==> src/rtl/core/cpc_pkg.sv <==
// Shared types and constants for the contact position correction pipeline.
// No dependencies; imported by every module under rtl/core.
`default_nettype none

package cpc_pkg;

  localparam int unsigned DATA_W  = 32;
  localparam int unsigned FRAC_W  = 17;
  localparam int unsigned SLOP_W  = 31;
  localparam int unsigned SCALE_W = 33;
  localparam int unsigned CORR_W  = 49;
  localparam int unsigned SUM_W   = 33;
  localparam int unsigned DVD_W   = 49;
  localparam int unsigned QUO_W   = 17;
  localparam int unsigned WGT_W   = 17;
  localparam int unsigned CFG_AW  = 3;

  // divider stages after the entry register, minus the two multiply stages
  localparam int unsigned DLY_N = QUO_W - 2;

  localparam logic [15:0]       HALF_Q16  = 16'h8000;
  localparam logic [WGT_W-1:0]  WGT_ONE   = 17'h10000;
  localparam logic [FRAC_W-1:0] FRAC_RST  = 17'd52429;
  localparam logic [SLOP_W-1:0] SLOP_RST  = 31'd655;

  localparam logic REG_FRACTION = 1'b0;
  localparam logic REG_SLOP     = 1'b1;

  typedef enum logic [1:0] {
    KIND_RR   = 2'd0,
    KIND_RS   = 2'd1,
    KIND_SR   = 2'd2,
    KIND_SKIP = 2'd3
  } kind_t;

  typedef enum logic [1:0] {
    STAT_OK    = 2'd0,
    STAT_SKIP  = 2'd1,
    STAT_ZMASS = 2'd2
  } stat_t;

  typedef struct packed {
    logic              vld;
    stat_t             status;
    kind_t             kind;
    logic [2:0]        neg;
    logic [CORR_W-1:0] corr_x;
    logic [CORR_W-1:0] corr_y;
    logic [CORR_W-1:0] corr_z;
  } cpc_item_t;

endpackage

`default_nettype wire

==> src/rtl/core/cpc_div.sv <==
// Pipelined restoring divider for the mass ratio, one quotient bit per stage.
// Depends on cpc_pkg. Takes one new beat per cycle.
`default_nettype none

module cpc_div
  import cpc_pkg::*;
(
  input  wire logic             clk,
  input  wire logic [DVD_W-1:0] dvd,
  input  wire logic [SUM_W-1:0] dvs,
  output logic      [QUO_W-1:0] quo
);

  logic [DVD_W-1:0] rem_r [QUO_W];
  logic [SUM_W-1:0] dvs_r [QUO_W];
  logic [QUO_W-1:0] quo_r [QUO_W];

  for (genvar k = 0; k < QUO_W; k++) begin : g_stage
    localparam int unsigned BIT = QUO_W - 1 - k;

    logic [DVD_W-1:0] rem_in;
    logic [SUM_W-1:0] dvs_in;
    logic [QUO_W-1:0] quo_in;
    logic [DVD_W:0]   shd;
    logic             ge;

    if (k == 0) begin : g_first
      assign rem_in = dvd;
      assign dvs_in = dvs;
      assign quo_in = '0;
    end else begin : g_next
      assign rem_in = rem_r[k-1];
      assign dvs_in = dvs_r[k-1];
      assign quo_in = quo_r[k-1];
    end

    assign shd = {{(DVD_W + 1 - SUM_W){1'b0}}, dvs_in} << BIT;
    assign ge  = {1'b0, rem_in} >= shd;

    always_ff @(posedge clk) begin
      rem_r[k] <= ge ? (rem_in - shd[DVD_W-1:0]) : rem_in;
      dvs_r[k] <= dvs_in;
      quo_r[k] <= quo_in | ({{(QUO_W-1){1'b0}}, ge} << BIT);
    end
  end

  assign quo = quo_r[QUO_W-1];

endmodule

`default_nettype wire

==> config.mk <==
export PLATFORM = sky130hd
export DESIGN_NAME = cpc_div
export DESIGN_NICKNAME = d
export VERILOG_FILES = /design/src/rtl/core/cpc_pkg.sv /design/src/rtl/core/cpc_div.sv
export SDC_FILE = /design/constraint.sdc
export NUM_CORES = 2
export LEC_CHECK = 0
export BUFFER_PORTS_ARGS = -buffer_cell sky130_fd_sc_hd__buf_2
export CELL_PAD_IN_SITES_DETAIL_PLACEMENT = 0
export CELL_PAD_IN_SITES_GLOBAL_PLACEMENT = 1
export CORE_MARGIN = 5
export CORE_UTILIZATION = 49
export DETAILED_ROUTE_END_ITERATION = 16
export PLACE_DENSITY_LB_ADDON = 0.1
export SLEW_MARGIN = 20
export SYNTH_ARGS = -nofsm -noshare
export SYNTH_HDL_FRONTEND = slang
export SYNTH_SLANG_ARGS = --single-unit
==> constraint.sdc <==
create_clock -name clk -period 4.96 [get_ports clk]
set_clock_uncertainty 0.05 [all_clocks]
set_input_delay 0.248 -clock clk [delete_from_list [all_inputs] [get_ports clk]]
set_output_delay 0.248 -clock clk [all_outputs]
set_load 0.005 [all_outputs]
==> impl_metrics.py <==
metrics = {
    "grt": {
        "busiest_layer": "met2",
        "groute.layer.met2.usage_pct": 44.6,
        "grt_use_met1_pct": 30.0,
        "grt_pass1_vias": 53400,
        "grt_antenna_before_repair": 1,
        "global_route.usage.met3_pct": 3.04,
        "wire_length_of_the_first_global_routing_pass_um": 294000,
        "grt-ovfl-total": 0,
        "total_grt_usage_pct": 25.0,
        "largest_net_degree_at_the_start_of_global_routing": 71,
    },
    "logic_synthesis": {
        "synth_nets": 8312,
        "syn_avg_cell_area_um2": 8.97,
        "synth_top_area_cell": "sky130_fd_sc_hd__dfxtp_1",
        "yosysUniqueCellTypes": 93,
        "ys_seq_area_share_pct": 42.7,
        "ys_seq_elements": 1465,
        "async_flop_share_pct": 0,
        "yosys_most_used_dff": "sky130_fd_sc_hd__dfxtp_1",
        "synth_commonest_cells": "1465 x sky130_fd_sc_hd__dfxtp_1, 712 x sky130_fd_sc_hd__a21oi_1, 710 x sky130_fd_sc_hd__inv_1",
        "synth-edff-count": 0,
        "yosys.cell_count.top_type": "sky130_fd_sc_hd__dfxtp_1",
        "post_synth_inst_count": 7652,
        "synth_top_area_share_pct": 42.7,
        "post_syn_area_um2": 68600,
        "yosys_warnings": 0,
        "top_cells_by_area_synth": "sky130_fd_sc_hd__dfxtp_1 43%, sky130_fd_sc_hd__ha_1 10%, sky130_fd_sc_hd__a21oi_1 5.2%",
    },
    "clock_network": {
        "cts_repair_resize_count": 0,
        "level_count_of_the_clock_h_tree": 4,
        "clk_pin_slew_worst_paths_ps": 60,
        "ctsRootBufferMaster": "sky130_fd_sc_hd__clkbuf_16",
        "max-clock-path-buffers": 3,
        "insertion_delay_ps": 810,
        "tritoncts": "done",
        "clock-sinks": 1465,
        "tritoncts.num_buffers": 156,
    },
    "pwr": {
        "peakVddDrop_v": 0.000397,
        "p_total_w": 0.0545,
        "p_per_area_nw_per_um2": 702,
        "leakage_dissipation_nw": 35.0,
    },
    "min_path": {
        "hold_start": "dvs[31]",
        "worst_hold_path_type": "in2reg",
    },
    "sta": {
        "finalSetupTns_ps": 0,
        "fmax_ghz": 0.225,
        "final.period_utilization_pct": 89.8,
        "rsz0062_at_grt": "false",
        "number_of_max_slew_violations_in_the_final_report": 0,
        "worst-slew-pin-transition_ps": 1130,
        "finalCriticalPeriod_ps": 4450,
        "timing.final.hold_violations": 0,
        "report.final.setup_viol": 0,
        "maxSlewHeadroom_pct": 22.6,
    },
    "floorplan": {
        "floorplan.io_pins": 100,
        "dieHeight_um": 384,
        "die-area_um2": 148000,
        "fp.dieW_um": 384,
        "core_area_um2": 139000,
        "effective_utilization_at_floorplan_pct": 49.2,
        "floorplan.rows": 137,
    },
    "route": {
        "antenna_left": 0,
        "routed_wire_length_per_instance_um": 18.9,
        "drc_violations": 0,
        "drt-total-wl_um": 186000,
        "num_vias": 53600,
        "drt-initial-drc-count": 3463,
        "route.detailed.vias_per_inst": 5.45,
        "first_pass_iters": 8,
    },
    "cells_and_area": {
        "num-nets-final": 8494,
        "fill_cells": 12700,
        "area_delta_synth_final_pct": 13.1,
        "area.sequential_um2": 29300,
        "share_of_post_route_cells_with_drive_strength_above_1_pct": 7.30,
        "combined_area_of_the_multi_input_logic_cells_um2": 35900,
        "layout.cell_area.non_filler_um2": 77600,
    },
    "place": {
        "weighted_congestion_at_the_end_of_routability_driven_global_placement": 0.925,
        "dpl-instance-area_um2": 71200,
        "dp.final_hpwl_um": 149000,
        "numPortBuffers": 99,
    },
    "critical_path": {
        "critical_path_required_ps": 5570,
        "startpoint_type": "primary input",
        "arrival_ps": 5060,
        "timing.rr.start": "rem_r[0][303]$_DFF_P_",
        "critical_path.endpoint_type": "flip-flop",
        "crit_start": "dvs[22]",
        "timing.setup.critical_path_class": "in2reg",
        "critical_path_peak_fanout": 54,
    },
    "run": {
        "max-cap-violations": 0,
    },
    "status": {
        "status": "complete, no violations",
    },
}
==> where the power goes <==
group,internal (W),switching (W)
logic,0.0106,0.0139
clock network,0.00713,0.00503
registers,0.0153,0.00256
total,0.0330,0.0215
==> cells in the final DEF (no fill, tap or decap), types with 62 or more instances in the layout <==
| cell type | n |
|---|---|
| sky130_fd_sc_hd__a21o_1 | 276 |
| sky130_fd_sc_hd__a21oi_1 | 712 |
| sky130_fd_sc_hd__a31oi_1 | 62 |
| sky130_fd_sc_hd__buf_2 | 99 |
| sky130_fd_sc_hd__clkbuf_16 | 156 |
| sky130_fd_sc_hd__dfxtp_1 | 1465 |
| sky130_fd_sc_hd__dlygate4sd3_1 | 85 |
| sky130_fd_sc_hd__ha_1 | 561 |
| sky130_fd_sc_hd__inv_1 | 709 |
| sky130_fd_sc_hd__mux2_2 | 92 |
| sky130_fd_sc_hd__nand2_1 | 528 |
| sky130_fd_sc_hd__nand2b_1 | 97 |
| sky130_fd_sc_hd__nand3_1 | 131 |
| sky130_fd_sc_hd__nand4_1 | 119 |
| sky130_fd_sc_hd__nor2_1 | 542 |
| sky130_fd_sc_hd__nor2b_1 | 71 |
| sky130_fd_sc_hd__nor3_1 | 124 |
| sky130_fd_sc_hd__nor4_1 | 75 |
| sky130_fd_sc_hd__o21a_1 | 69 |
| sky130_fd_sc_hd__o21ai_0 | 457 |
| sky130_fd_sc_hd__o21bai_1 | 66 |
| sky130_fd_sc_hd__xnor2_1 | 327 |
| sky130_fd_sc_hd__xor2_1 | 249 |
==> what timing repair did <==
action,CTS,global route
hold buffers,85,0
endpoints found under the setup margin,0,0
endpoints found under the hold margin,82,0
buffers inserted,0,0
==> stage by stage <==
stage | cells | hold slack, ps | util [%] | setup slack (ps)
3_3_place_gp | 9466 | 261 | 51.1 | 648
2_1_floorplan | 7652 | 226 | - | 1460
4_1_cts | 9835 | 6.55 | 55.7 | 637
6_report | 9839 | 67.9 | 55.7 | 507
5_1_grt | 9836 | 35.7 | 55.7 | 247
3_5_place_dp | 9466 | 262 | 51.1 | 695
==> registers in the layout (all words and copies together) (netlist names) <==
name	count
quo_r	153
rem_r	784
dvs_r	528
==> final cells by class <==
cell class	instances	area share, %
tap	1876	3.02
multi-input combinational	5262	46.2
clock buffer	201	5.58
inverter	712	3.44
sequential	1465	37.8
clock inverter	83	1.57
antenna	3	0.00967
timing repair buffer	237	2.38
==> critical path, cell delays in order <==
cell and delay [ps]:
sky130_fd_sc_hd__dlygate4sd3_1 520, sky130_fd_sc_hd__buf_2 120, sky130_fd_sc_hd__inv_1 40, sky130_fd_sc_hd__ha_1 440, sky130_fd_sc_hd__nand4_1 220, sky130_fd_sc_hd__nor3_1 720, sky130_fd_sc_hd__nand4_1 530, sky130_fd_sc_hd__o21ai_0 320
sky130_fd_sc_hd__a221o_2 910, sky130_fd_sc_hd__mux2_2 410, sky130_fd_sc_hd__dlygate4sd3_1 550
==> path summary, 6_finish.rpt <==
path / endpoint / slack (ps) / depth (start not counted)
setup / recovery: rem_r[0][31]$_DFF_P_ / 510 / 11
hold / removal: dvs_r[0][31]$_DFF_P_ / 70 / 2
setup reg to reg: rem_r[0][360]$_DFF_P_ / 600 / 15
hold reg to reg: quo_r[7][11]$_DFF_P_ / 250 / 0
==> per-layer routing <==
metal	part of all wire (%)	vias up
met4	4.8	0
met1	43	25100
met2	49	1074
met3	3.5	380
met5	0	-
li1	-	27100
==> cells by family after synthesis <==
group,share of synthesized area (%)
AOI/OAI and AO/OA,18.6
xor gates and xnor gates,7.35
adders and majority gates,10.7
buffers and inverters,5.12
DFF,42.7
muxes,1.58
and+or+nand+nor,13.9
No activity file was read; power rests on OpenSTA's default activity.
